<file path="config.mk">
export PLATFORM = sky130hd
export DESIGN_NAME = at_scancode_to_key_event_top
export DESIGN_NICKNAME = d
export VERILOG_FILES = /design/src/rtl/atsk_pkg.sv /design/src/rtl/atsk_front.sv /design/src/rtl/atsk_queue.sv /design/src/rtl/atsk_back.sv /design/src/rtl/at_scancode_to_key_event_top.sv
export SDC_FILE = /design/constraint.sdc
export NUM_CORES = 1
export LEC_CHECK = 0
export ABC_CLOCK_PERIOD_IN_PS = 4100
export BUFFER_PORTS_ARGS = -buffer_cell sky130_fd_sc_hd__buf_2
export CAP_MARGIN = 20
export CORE_AREA = 5 5 202 204
export DETAILED_ROUTE_END_ITERATION = 10
export DIE_AREA = 0 0 207 209
export PLACE_DENSITY = 0.57
export SETUP_SLACK_MARGIN = 0.1
export SYNTH_ARGS = -nofsm -noshare
export SYNTH_HDL_FRONTEND = slang
export SYNTH_SLANG_ARGS = --single-unit
</file>
<file path="constraint.sdc">
create_clock -name clk -period 4.1 [get_ports clk]
set_input_delay 0.41 -clock clk [delete_from_list [all_inputs] [get_ports clk]]
set_output_delay 0.41 -clock clk [all_outputs]
set_load 0.01 [all_outputs]
</file>
<file path="src/rtl/atsk_pkg.sv">
// ----------------------------------------------------------------------------
// atsk_pkg - shared types and constants of the scan code decoder
// Event codes, prefix and control bytes, the decoder-to-sequencer command
// word and the fixed scan index to keycode table.
// ----------------------------------------------------------------------------
`default_nettype none

package atsk_pkg;

	// Keycode space and derived index width of the pressed-key map
	localparam int KEYCODE_SPACE = 256;
	localparam int KEY_W         = $clog2(KEYCODE_SPACE);

	// Depth of the command queue between decoder and sequencer
	localparam int QDEPTH = 2;
	localparam int QPTR_W = (QDEPTH > 1) ? $clog2(QDEPTH) : 1;
	localparam int QCNT_W = $clog2(QDEPTH + 1);

	// Event kinds
	localparam logic [1:0] KIND_SCAN = 2'd0;
	localparam logic [1:0] KIND_KEY  = 2'd1;
	localparam logic [1:0] KIND_SYNC = 2'd2;

	// Key event values
	localparam logic [1:0] VAL_RELEASE = 2'd0;
	localparam logic [1:0] VAL_PRESS   = 2'd1;
	localparam logic [1:0] VAL_REPEAT  = 2'd2;

	// Prefix and control bytes
	localparam logic [7:0] BYTE_E0 = 8'he0;
	localparam logic [7:0] BYTE_E1 = 8'he1;
	localparam logic [7:0] BYTE_AA = 8'haa;
	localparam logic [7:0] BYTE_F0 = 8'hf0;
	localparam logic [7:0] BYTE_FA = 8'hfa;
	localparam logic [7:0] BYTE_FE = 8'hfe;
	localparam logic [7:0] BYTE_FF = 8'hff;
	localparam logic [7:0] BYTE_F1 = 8'hf1;
	localparam logic [7:0] BYTE_F2 = 8'hf2;

	// Ambiguous bytes, in flag order
	localparam int NUM_AMB = 6;
	localparam logic [7:0] AMB_BYTES [NUM_AMB] = '{
		BYTE_AA, BYTE_FF, BYTE_FA, BYTE_FE, BYTE_F1, BYTE_F2
	};

	// Table codes and special scan indexes
	localparam logic [7:0] ROM_UNKNOWN = 8'd0;
	localparam logic [7:0] ROM_IGNORE  = 8'd255;
	localparam logic [8:0] IDX_HANJA   = 9'h171;
	localparam logic [8:0] IDX_HANGEUL = 9'h172;

	// Prefix depth values
	localparam logic [1:0] PFX_NONE = 2'd0;
	localparam logic [1:0] PFX_E0   = 2'd1;
	localparam logic [1:0] PFX_E1   = 2'd2;

	// Decoded key word passed from decoder to sequencer
	typedef struct packed {
		logic [8:0]       idx;
		logic [KEY_W-1:0] key;
		logic             rel;
	} cmd_t;

	// Sequencer steps
	typedef enum logic [2:0] {
		ST_SCAN,
		ST_KEY,
		ST_SYNC,
		ST_SCAN2,
		ST_KEY2,
		ST_SYNC2
	} step_t;

	// Scan index to keycode; low indexes 1..83 map to themselves
	function automatic logic [7:0] rom_lookup(input logic [8:0] idx);
		logic [7:0] k;
		k = ROM_UNKNOWN;
		if (idx[8]) begin
			if (idx == IDX_HANJA)
				k = 8'd123;
			else if (idx == IDX_HANGEUL)
				k = 8'd122;
		end else if (idx[7:0] >= 8'd1 && idx[7:0] <= 8'd83) begin
			k = idx[7:0];
		end else begin
			case (idx[7:0])
				8'd84:  k = 8'd99;
				8'd86:  k = 8'd86;
				8'd87:  k = 8'd87;
				8'd88:  k = 8'd88;
				8'd89:  k = 8'd117;
				8'd92:  k = 8'd95;
				8'd93:  k = 8'd183;
				8'd94:  k = 8'd184;
				8'd95:  k = 8'd185;
				8'd112: k = 8'd93;
				8'd115: k = 8'd89;
				8'd118: k = 8'd85;
				8'd119: k = 8'd91;
				8'd120: k = 8'd90;
				8'd121: k = 8'd92;
				8'd123: k = 8'd94;
				8'd125: k = 8'd124;
				8'd126: k = 8'd121;
				8'd144: k = 8'd165;
				8'd153: k = 8'd163;
				8'd156: k = 8'd96;
				8'd157: k = 8'd97;
				8'd160: k = 8'd113;
				8'd161: k = 8'd140;
				8'd162: k = 8'd164;
				8'd164: k = 8'd166;
				8'd170: k = ROM_IGNORE;
				8'd174: k = 8'd114;
				8'd176: k = 8'd115;
				8'd178: k = 8'd172;
				8'd181: k = 8'd98;
				8'd182: k = ROM_IGNORE;
				8'd183: k = 8'd99;
				8'd184: k = 8'd100;
				8'd197: k = 8'd119;
				8'd198: k = 8'd119;
				8'd199: k = 8'd102;
				8'd200: k = 8'd103;
				8'd201: k = 8'd104;
				8'd203: k = 8'd105;
				8'd204: k = 8'd112;
				8'd205: k = 8'd106;
				8'd206: k = 8'd118;
				8'd207: k = 8'd107;
				8'd208: k = 8'd108;
				8'd209: k = 8'd109;
				8'd210: k = 8'd110;
				8'd211: k = 8'd111;
				8'd219: k = 8'd125;
				8'd220: k = 8'd126;
				8'd221: k = 8'd127;
				8'd222: k = 8'd116;
				8'd223: k = 8'd142;
				8'd227: k = 8'd143;
				8'd229: k = 8'd217;
				8'd230: k = 8'd156;
				8'd231: k = 8'd173;
				8'd232: k = 8'd128;
				8'd233: k = 8'd159;
				8'd234: k = 8'd158;
				8'd235: k = 8'd157;
				8'd236: k = 8'd155;
				8'd237: k = 8'd226;
				8'd239: k = 8'd112;
				default: k = ROM_UNKNOWN;
			endcase
		end
		return k;
	endfunction

endpackage

`default_nettype wire

</file>
<file path="src/rtl/atsk_front.sv">
// ----------------------------------------------------------------------------
// atsk_front - byte decoder
// Tracks prefixes and the ambiguous-byte flags, drops prefix and control
// bytes, forms the scan index and looks up the keycode. Pushes one command
// word into the queue for each byte that produces events.
// ----------------------------------------------------------------------------
`default_nettype none

module atsk_front (
	input  wire                 clk,
	input  wire                 arst_n,
	input  wire                 in_valid,
	output logic                in_stall,
	input  wire  [7:0]          raw_byte,
	input  wire                 q_full,
	output logic                push,
	output atsk_pkg::cmd_t      push_cmd
);
	import atsk_pkg::*;

	logic [1:0]         prefix_q;
	logic [NUM_AMB-1:0] flags_q;

	logic       accept;
	logic       split;
	logic       masked;
	logic       rel;
	logic [7:0] code;
	logic       is_e0;
	logic       is_e1;
	logic       is_ctrl;
	logic [8:0] idx;
	logic [7:0] rom_key;
	logic [1:0] prefix_dec;
	logic       emit;

	// Stall only while the queue has no room
	assign in_stall = q_full;
	assign accept   = in_valid && !in_stall;

	// Classify the byte
	always_comb begin
		split = 1'b1;
		if (raw_byte == BYTE_E0 || raw_byte == BYTE_E1) begin
			split = 1'b0;
		end else begin
			for (int i = 0; i < NUM_AMB; i++) begin
				if (raw_byte == AMB_BYTES[i])
					split = flags_q[i];
			end
		end
		masked = (prefix_q != PFX_NONE) || split;
		rel    = masked && raw_byte[7];
		code   = masked ? {1'b0, raw_byte[6:0]} : raw_byte;
	end

	assign is_e0   = (code == BYTE_E0);
	assign is_e1   = (code == BYTE_E1);
	assign is_ctrl = (code == BYTE_AA) || (code == BYTE_F0) || (code == BYTE_FA) ||
	                 (code == BYTE_FE) || (code == BYTE_FF);

	// Form scan index and look up keycode
	assign idx        = {code[7], (prefix_q == PFX_E0), code[6:0]};
	assign rom_key    = rom_lookup(idx);
	assign prefix_dec = (prefix_q == PFX_NONE) ? PFX_NONE : prefix_q - 2'd1;

	assign emit = !is_e0 && !is_e1 && !is_ctrl && (prefix_dec == PFX_NONE) &&
	              (rom_key != ROM_IGNORE);

	assign push              = accept && emit;
	assign push_cmd.idx      = idx;
	assign push_cmd.key      = KEY_W'(rom_key);
	assign push_cmd.rel      = rel;

	// Advance prefix depth and ambiguous-byte flags
	always_ff @(posedge clk or negedge arst_n) begin
		if (!arst_n) begin
			prefix_q <= PFX_NONE;
			flags_q  <= '0;
		end else if (accept) begin
			if (is_e0)
				prefix_q <= PFX_E0;
			else if (is_e1)
				prefix_q <= PFX_E1;
			else if (!is_ctrl)
				prefix_q <= prefix_dec;
			if (prefix_q == PFX_NONE) begin
				for (int i = 0; i < NUM_AMB; i++) begin
					if (raw_byte[6:0] == AMB_BYTES[i][6:0])
						flags_q[i] <= !raw_byte[7];
				end
			end
		end
	end

endmodule

`default_nettype wire

</file>
<file path="src/rtl/atsk_queue.sv">
// ----------------------------------------------------------------------------
// atsk_queue - command queue
// Short register queue that decouples the byte decoder from the event
// sequencer.
// ----------------------------------------------------------------------------
`default_nettype none

module atsk_queue (
	input  wire                 clk,
	input  wire                 arst_n,
	input  wire                 push,
	input  atsk_pkg::cmd_t      push_cmd,
	output logic                full,
	output logic                q_valid,
	input  wire                 pop,
	output atsk_pkg::cmd_t      head
);
	import atsk_pkg::*;

	cmd_t              mem_q [QDEPTH];
	logic [QPTR_W-1:0] wr_ptr_q;
	logic [QPTR_W-1:0] rd_ptr_q;
	logic [QCNT_W-1:0] count_q;

	assign full    = (count_q == QCNT_W'(QDEPTH));
	assign q_valid = (count_q != '0);
	assign head    = mem_q[rd_ptr_q];

	// Store pushed word
	always_ff @(posedge clk) begin
		if (push)
			mem_q[wr_ptr_q] <= push_cmd;
	end

	// Advance pointers and fill count
	always_ff @(posedge clk or negedge arst_n) begin
		if (!arst_n) begin
			wr_ptr_q <= '0;
			rd_ptr_q <= '0;
			count_q  <= '0;
		end else begin
			if (push)
				wr_ptr_q <= (wr_ptr_q == QPTR_W'(QDEPTH - 1)) ? '0 : wr_ptr_q + 1'b1;
			if (pop)
				rd_ptr_q <= (rd_ptr_q == QPTR_W'(QDEPTH - 1)) ? '0 : rd_ptr_q + 1'b1;
			if (push && !pop)
				count_q <= count_q + 1'b1;
			else if (pop && !push)
				count_q <= count_q - 1'b1;
		end
	end

	// Check fill bounds
	a_no_overflow: assert property (@(posedge clk) disable iff (!arst_n)
		push && !pop |-> !full)
		else $error("queue push while full");
	a_no_underflow: assert property (@(posedge clk) disable iff (!arst_n)
		pop |-> q_valid)
		else $error("queue pop while empty");

endmodule

`default_nettype wire

</file>
<file path="src/rtl/atsk_back.sv">
// ----------------------------------------------------------------------------
// atsk_back - event sequencer
// Steps through the scan, key and sync events of each queued word, keeps the
// pressed-key map and drives the registered result channel.
// ----------------------------------------------------------------------------
`default_nettype none

module atsk_back (
	input  wire                 clk,
	input  wire                 arst_n,
	input  wire                 q_valid,
	input  atsk_pkg::cmd_t      head,
	output logic                pop,
	output logic                out_valid,
	input  wire                 out_stall,
	output logic [1:0]          event_kind,
	output logic [8:0]          event_code,
	output logic [1:0]          event_value,
	output logic                last
);
	import atsk_pkg::*;

	step_t                    step_q;
	step_t                    step_d;
	logic [KEYCODE_SPACE-1:0] pressed_q;
	logic                     extra_q;
	logic                     ov_q;
	logic [1:0]               kind_q;
	logic [8:0]               code_q;
	logic [1:0]               value_q;
	logic                     last_q;

	logic       out_free;
	logic       fire;
	logic       unknown;
	logic       hanja;
	logic [1:0] value_now;
	logic [1:0] kind_d;
	logic [8:0] code_d;
	logic [1:0] value_d;
	logic       last_d;
	logic       extra_d;

	assign out_free = !ov_q || !out_stall;
	assign fire     = q_valid && out_free;
	assign unknown  = (head.key == KEY_W'(ROM_UNKNOWN));
	assign hanja    = (head.idx == IDX_HANJA) || (head.idx == IDX_HANGEUL);

	always_comb begin
		if (head.rel)
			value_now = VAL_RELEASE;
		else if (pressed_q[head.key])
			value_now = VAL_REPEAT;
		else
			value_now = VAL_PRESS;
	end

	// Next step and event word
	always_comb begin
		step_d  = step_q;
		kind_d  = KIND_SCAN;
		code_d  = '0;
		value_d = VAL_RELEASE;
		last_d  = 1'b0;
		extra_d = extra_q;
		pop     = 1'b0;
		unique case (step_q)
			ST_SCAN: begin
				code_d = head.idx;
				if (fire)
					step_d = unknown ? ST_SYNC : ST_KEY;
			end
			ST_KEY: begin
				kind_d  = KIND_KEY;
				code_d  = 9'(head.key);
				value_d = value_now;
				extra_d = (value_now != VAL_RELEASE) && hanja;
				if (fire)
					step_d = ST_SYNC;
			end
			ST_SYNC: begin
				kind_d = KIND_SYNC;
				last_d = unknown || !extra_q;
				pop    = fire && last_d;
				if (fire)
					step_d = last_d ? ST_SCAN : ST_SCAN2;
			end
			ST_SCAN2: begin
				code_d = head.idx;
				if (fire)
					step_d = ST_KEY2;
			end
			ST_KEY2: begin
				kind_d = KIND_KEY;
				code_d = 9'(head.key);
				if (fire)
					step_d = ST_SYNC2;
			end
			ST_SYNC2: begin
				kind_d = KIND_SYNC;
				last_d = 1'b1;
				pop    = fire;
				if (fire)
					step_d = ST_SCAN;
			end
			default: step_d = ST_SCAN;
		endcase
	end

	// Step register
	always_ff @(posedge clk or negedge arst_n) begin
		if (!arst_n)
			step_q <= ST_SCAN;
		else
			step_q <= step_d;
	end

	// Update pressed-key map and follow-up flag
	always_ff @(posedge clk or negedge arst_n) begin
		if (!arst_n) begin
			pressed_q <= '0;
			extra_q   <= 1'b0;
		end else if (fire) begin
			if (step_q == ST_KEY) begin
				pressed_q[head.key] <= (value_now != VAL_RELEASE);
				extra_q             <= extra_d;
			end else if (step_q == ST_KEY2) begin
				pressed_q[head.key] <= 1'b0;
			end
		end
	end

	// Output register: load a new word whenever the slot is free
	always_ff @(posedge clk or negedge arst_n) begin
		if (!arst_n)
			ov_q <= 1'b0;
		else if (out_free)
			ov_q <= fire;
	end

	always_ff @(posedge clk) begin
		if (fire) begin
			kind_q  <= kind_d;
			code_q  <= code_d;
			value_q <= value_d;
			last_q  <= last_d;
		end
	end

	assign out_valid   = ov_q;
	assign event_kind  = kind_q;
	assign event_code  = code_q;
	assign event_value = value_q;
	assign last        = last_q;

	// Check sequencing
	a_extra_only_hanja: assert property (@(posedge clk) disable iff (!arst_n)
		(step_q == ST_SCAN2 || step_q == ST_KEY2 || step_q == ST_SYNC2) |-> extra_q)
		else $error("follow-up events without a held Hanja/Hangeul key");
	a_pop_on_last: assert property (@(posedge clk) disable iff (!arst_n)
		pop |-> (fire && last_d && kind_d == KIND_SYNC))
		else $error("word dropped before its last event");
	a_synth_release: assert property (@(posedge clk) disable iff (!arst_n)
		(fire && step_q == ST_KEY2) |=> !pressed_q[$past(head.key)])
		else $error("synthetic release left key pressed");

endmodule

`default_nettype wire

</file>
<file path="src/rtl/at_scancode_to_key_event_top.sv">
// A byte's word is registered in the queue, then its first event in the output register.
// One byte per cycle enters a two-word queue unless full; one event per cycle leaves unless
// stalled. A byte: none, scan+sync, scan+key+sync, twice (dropped, unknown, key, Hanja/Hangeul).
// Reset (arst_n low) clears prefix depth, ambiguous-byte flags, the pressed-key
// map, the queue and the output register at once; no clearing pass follows.
// ----------------------------------------------------------------------------
// at_scancode_to_key_event_top - translated-set keyboard byte to key events
// Decoder front end, command queue and event sequencer with output register.
// ----------------------------------------------------------------------------
`default_nettype none

module at_scancode_to_key_event_top (
	input  wire         clk,
	input  wire         arst_n,
	input  wire         in_valid,
	output logic        in_stall,
	input  wire  [7:0]  raw_byte,
	output logic        out_valid,
	input  wire         out_stall,
	output logic [1:0]  event_kind,
	output logic [8:0]  event_code,
	output logic [1:0]  event_value,
	output logic        last
);
	import atsk_pkg::*;

	logic q_full;
	logic push;
	cmd_t push_cmd;
	logic q_valid;
	logic pop;
	cmd_t head;

	// Decode bytes
	atsk_front u_front (
		.clk      (clk),
		.arst_n   (arst_n),
		.in_valid (in_valid),
		.in_stall (in_stall),
		.raw_byte (raw_byte),
		.q_full   (q_full),
		.push     (push),
		.push_cmd (push_cmd)
	);

	// Buffer decoded words
	atsk_queue u_queue (
		.clk      (clk),
		.arst_n   (arst_n),
		.push     (push),
		.push_cmd (push_cmd),
		.full     (q_full),
		.q_valid  (q_valid),
		.pop      (pop),
		.head     (head)
	);

	// Emit events
	atsk_back u_back (
		.clk         (clk),
		.arst_n      (arst_n),
		.q_valid     (q_valid),
		.head        (head),
		.pop         (pop),
		.out_valid   (out_valid),
		.out_stall   (out_stall),
		.event_kind  (event_kind),
		.event_code  (event_code),
		.event_value (event_value),
		.last        (last)
	);

endmodule

`default_nettype wire
</file>
==> results by group <==
Clock network
  • Cts bufs inserted: 38
  • Reg clk slew, reported paths: 0.06 ns
  • Worst-case clock buffer depth: 3
  • CTS tree: done
  • H-Tree Level Count: 2
  • Root Buffer: clkbuf_16
  • Clk Latency, worst-skew pair: 0.53 ns
  • TritonCTS Sinks: between 300 and 400
  • Post-CTS Resized: 0
  • Postcts setup bufs: 0
  • Number of hold buffers added after cts: 1

Global routing
  • Antenna violations before repair: 0
  • GR Overflow Total: 0
  • First-pass GRT wire length: 84400 um
  • Pin count of the biggest net entering global routing: 201
  • Vias in the first global route: 13924
  • All-Layer GR Usage: 24.3%

Placement
  • Final Wtd Congestion: 0.952
  • DP Area: approximately 18000 sq um
  • Port-buffer cells: 27
  • Hpwl dp: 34900 um

Setup path
  • WP buf/inv: 1
  • Crit path cell chain: mux2_4 > buf_12 > mux4_2 > nor2_1 > o41ai_1 > a41oi_1 > nor4_2 > nor2_1
  • Kind of end point of the critical path: register
  • Largest delay share family, worst path: multiplexers
  • Worst-path fanout max: 27
  • Crit Path Class: register to register
  • CP Launch Type: register
  • Worst Path Required: 4.35 ns
  • CP max-delay cell: dfrtp_2
  • WP data arrival: 3.82 ns
  • Max incr delay on CP: 0.63 ns
  • Most frequent CP cell: nor2_1

Detailed routing
  • Detail Route Antenna Nets: 0
  • DR iter-0 viols: approximately 1300
  • TritonRoute pass-1 iters: 6
  • DRC: 0
  • Vias per inst: 6.08
  • Routed WL per cell: 22.9 um
  • Via count: 14221
  • Final wirelength: roughly 54000 um

Timing
  • Fin. Hold Viols: 0
  • Pins Over Slew Limit: 0
  • Slew headroom: a little under a third
  • Fmax: roughly 280 MHz
  • Slew @ Worst Pin: 1.05 ns
  • Final Setup Violations: 0
  • Tcrit/Tclk final: between 80 and 90%
  • Setup TNS: 0 ns
  • Final Skew: 0.0172 ns
  • Final min period: ~3.6 ns
  • RSZ-0062 raised after global routing: false

Hold path
  • Hold WC Path Type: input pin to register

Power
  • Tot Pwr: 10.8 mW
  • Worst vdd ir: 0.352 mV
  • Power per Cell Area: 556 nW/um^2
  • Leakage: 7.86 nW

Synthesis
  • Post-synthesis sequential area ratio: 48.3%
  • Number of flops mapped to enable cells by yosys: 50
  • Synth Instances: between 1500 and 2000
  • Post-synthesis instance area: 17300 sq um
  • Asr flop ratio synth: 84.5%
  • Syn_nets: approximately 1800
  • Syn_area_per_cell: 9.59 sq um
  • Synth warn: 0
  • Synth unique cells: a little under 90
  • Synth Flop Type: dfrtp_1
  • Number of synthesized register bits: 323

Die
  • Row cnt: 73
  • Starting Density: 44.2%
  • Core ar.: 39100 sq um
  • DIE HEIGHT: 209 um
  • # IOs: 28
  • Die W: between 200 and 250 um
  • DIE AREA: 43300 sq um

Cells and area
  • Multi-input logic area: 7980 sq um
  • Share of layout cells above drive strength 1: 13.9%
  • Number of diodes: 0
  • # fillers: 3746
  • Storage cell area: 8330 sq um
  • Final Cell Area: roughly 19000 sq um
  • Nets: 1810
  • Area growth syn-to-layout: 12.0%

Run status
  • Outcome: completed

Run
  • Max-cap violation count: 0
## cells in the mapped netlist (8+ instances only)
cell	number	share of area, %
o21ai_0	325	9.4
buf_2	32	0.93
nand3b_1	8	0.35
mux4_2	31	4.0
or3_1	8	0.29
nand2b_1	19	0.69
o41ai_1	9	0.46
buf_6	9	0.59
nor2b_1	13	0.47
clkbuf_1	122	2.7
o22ai_1	14	0.51
mux2i_1	25	1.4
nand3_1	84	2.4
dfrtp_1	273	40
ha_1	12	0.87
nand2_1	207	4.5
buf_1	8	0.17
nor2_1	80	1.7
o31ai_1	208	9.0
mux2_2	11	0.72
and2_1	9	0.33
edfxtp_1	50	8.7
inv_1	24	0.52
nor3_1	15	0.43
a21oi_1	61	1.8
buf_4	10	0.43
## stage by stage
step	cells	setup slack (ns)	hold WS, ns	util [%]
after global placement	2270	0.271	0.472	46.3
after CTS	2340	0.538	0.0799	49.5
after floorplan	1800	0.553	0.114	-
final	2340	0.527	0.0909	49.5
after detailed placement	2270	0.306	0.487	46.3
after global routing	2340	0.402	0.110	49.5
## final cells by class
cell class,count,share of cell area [%]
sequential,323,43.1
multi-input combinational,1267,41.3
timing repair buffer,130,5.28
clock inverter,12,0.504
tap,525,3.40
clock buffer,57,5.96
inverter,26,0.504
## sequential cells by signal, summed over array words and instances, names as in the netlist
name	cells
u_back.pressed_q	256
u_queue.mem_q	36
u_back.event_code	9
u_front.flags_q	6
u_back.step_q	3
u_back.event_kind	2
u_back.event_value	2
u_front.prefix_q	2
u_queue.count_q	2
u_back.extra_q	1
u_back.last	1
u_back.out_valid	1
u_queue.rd_ptr_q	1
u_queue.wr_ptr_q	1
## where the power goes
part           internal, mW  switching, mW  leakage, nW
combinational          1.04           2.50         2.97
sequential             3.62          0.206         4.27
clock                  2.01           1.37        0.623
total                  6.68           4.08         7.86
## layout by cell type (no fill, tap or decap), drive strengths merged, types with 4 or more instances in the layout
cell type,synthesis,routed
nand2b,20,20
nor4,8,8
o21ai,328,328
o32ai,5,5
nand3b,8,8
dfrtp,273,273
o41ai,10,10
or3,8,8
a41oi,4,4
and2,9,9
clkbuf,122,57
nor2b,13,13
nand2,207,207
mux4,32,32
o31ai,209,209
nor3,16,16
or3b,4,4
or2,4,4
mux2i,26,26
buf,62,129
a32oi,5,5
o22ai,14,14
ha,12,12
nand4,6,6
edfxtp,50,50
a31oi,6,6
clkinv,1,9
a21oi,61,61
nand3,84,84
nor2,81,81
inv,25,28
o2111ai,6,6
xnor2,5,5
o2bb2ai,5,5
a221oi,5,5
mux2,13,13
## tightest hold or removal path: stages
cell and delay (ns):
buf_2 0.07, nand2_1 0.05, nand2_1 0.05
## layer usage
metal  global-route usage, %  vias to the layer above  share of wire, %
met5                       0                        -                 0
met4                    8.34                        0               3.5
met3                    3.41                      115               5.1
met2                    39.3                      413                47
met1                    34.0                     7016                44
li1                        -                     6677                 -
## final timing paths
path	startpoint	to	slack [ns]	cells past startpoint
min in group asynchronous	arst_n	u_back.pressed_q[230]$_DFFE_PN0P_	0.53	2
worst min register to register	u_front.flags_q[0]$_DFFE_PN0P_	u_front.flags_q[0]$_DFFE_PN0P_	0.50	2
worst max register to register	u_queue.rd_ptr_q$_DFFE_PN0P_	u_back.event_value[0]$_SDFFCE_PN0P_	0.53	8
worst max-delay path	u_queue.rd_ptr_q$_DFFE_PN0P_	u_back.event_value[0]$_SDFFCE_PN0P_	0.53	8
max in group asynchronous	arst_n	u_front.flags_q[3]$_DFFE_PN0P_	2.62	3
worst min-delay path	out_stall	u_back.out_valid$_DFFE_PN0N_	0.09	3
## kinds of logic (layout without fill, tap and decap cells)
| group | Yosys count | in the layout | synth area share [%] |
|---|---|---|---|
| AOI/OAI and AO/OA | 699 | 699 | 25.5 |
| and+or+nand+nor | 477 | 477 | 12.7 |
| DFF | 323 | 323 | 48.3 |
| buffers and inverters | 210 | 225 | 5.69 |
| muxes | 71 | 71 | 6.61 |
| adders and majority gates | 12 | 12 | 0.869 |
| xor gates and xnor gates | 8 | 8 | 0.406 |
Note: power is estimated with default switching activity, not from simulation.
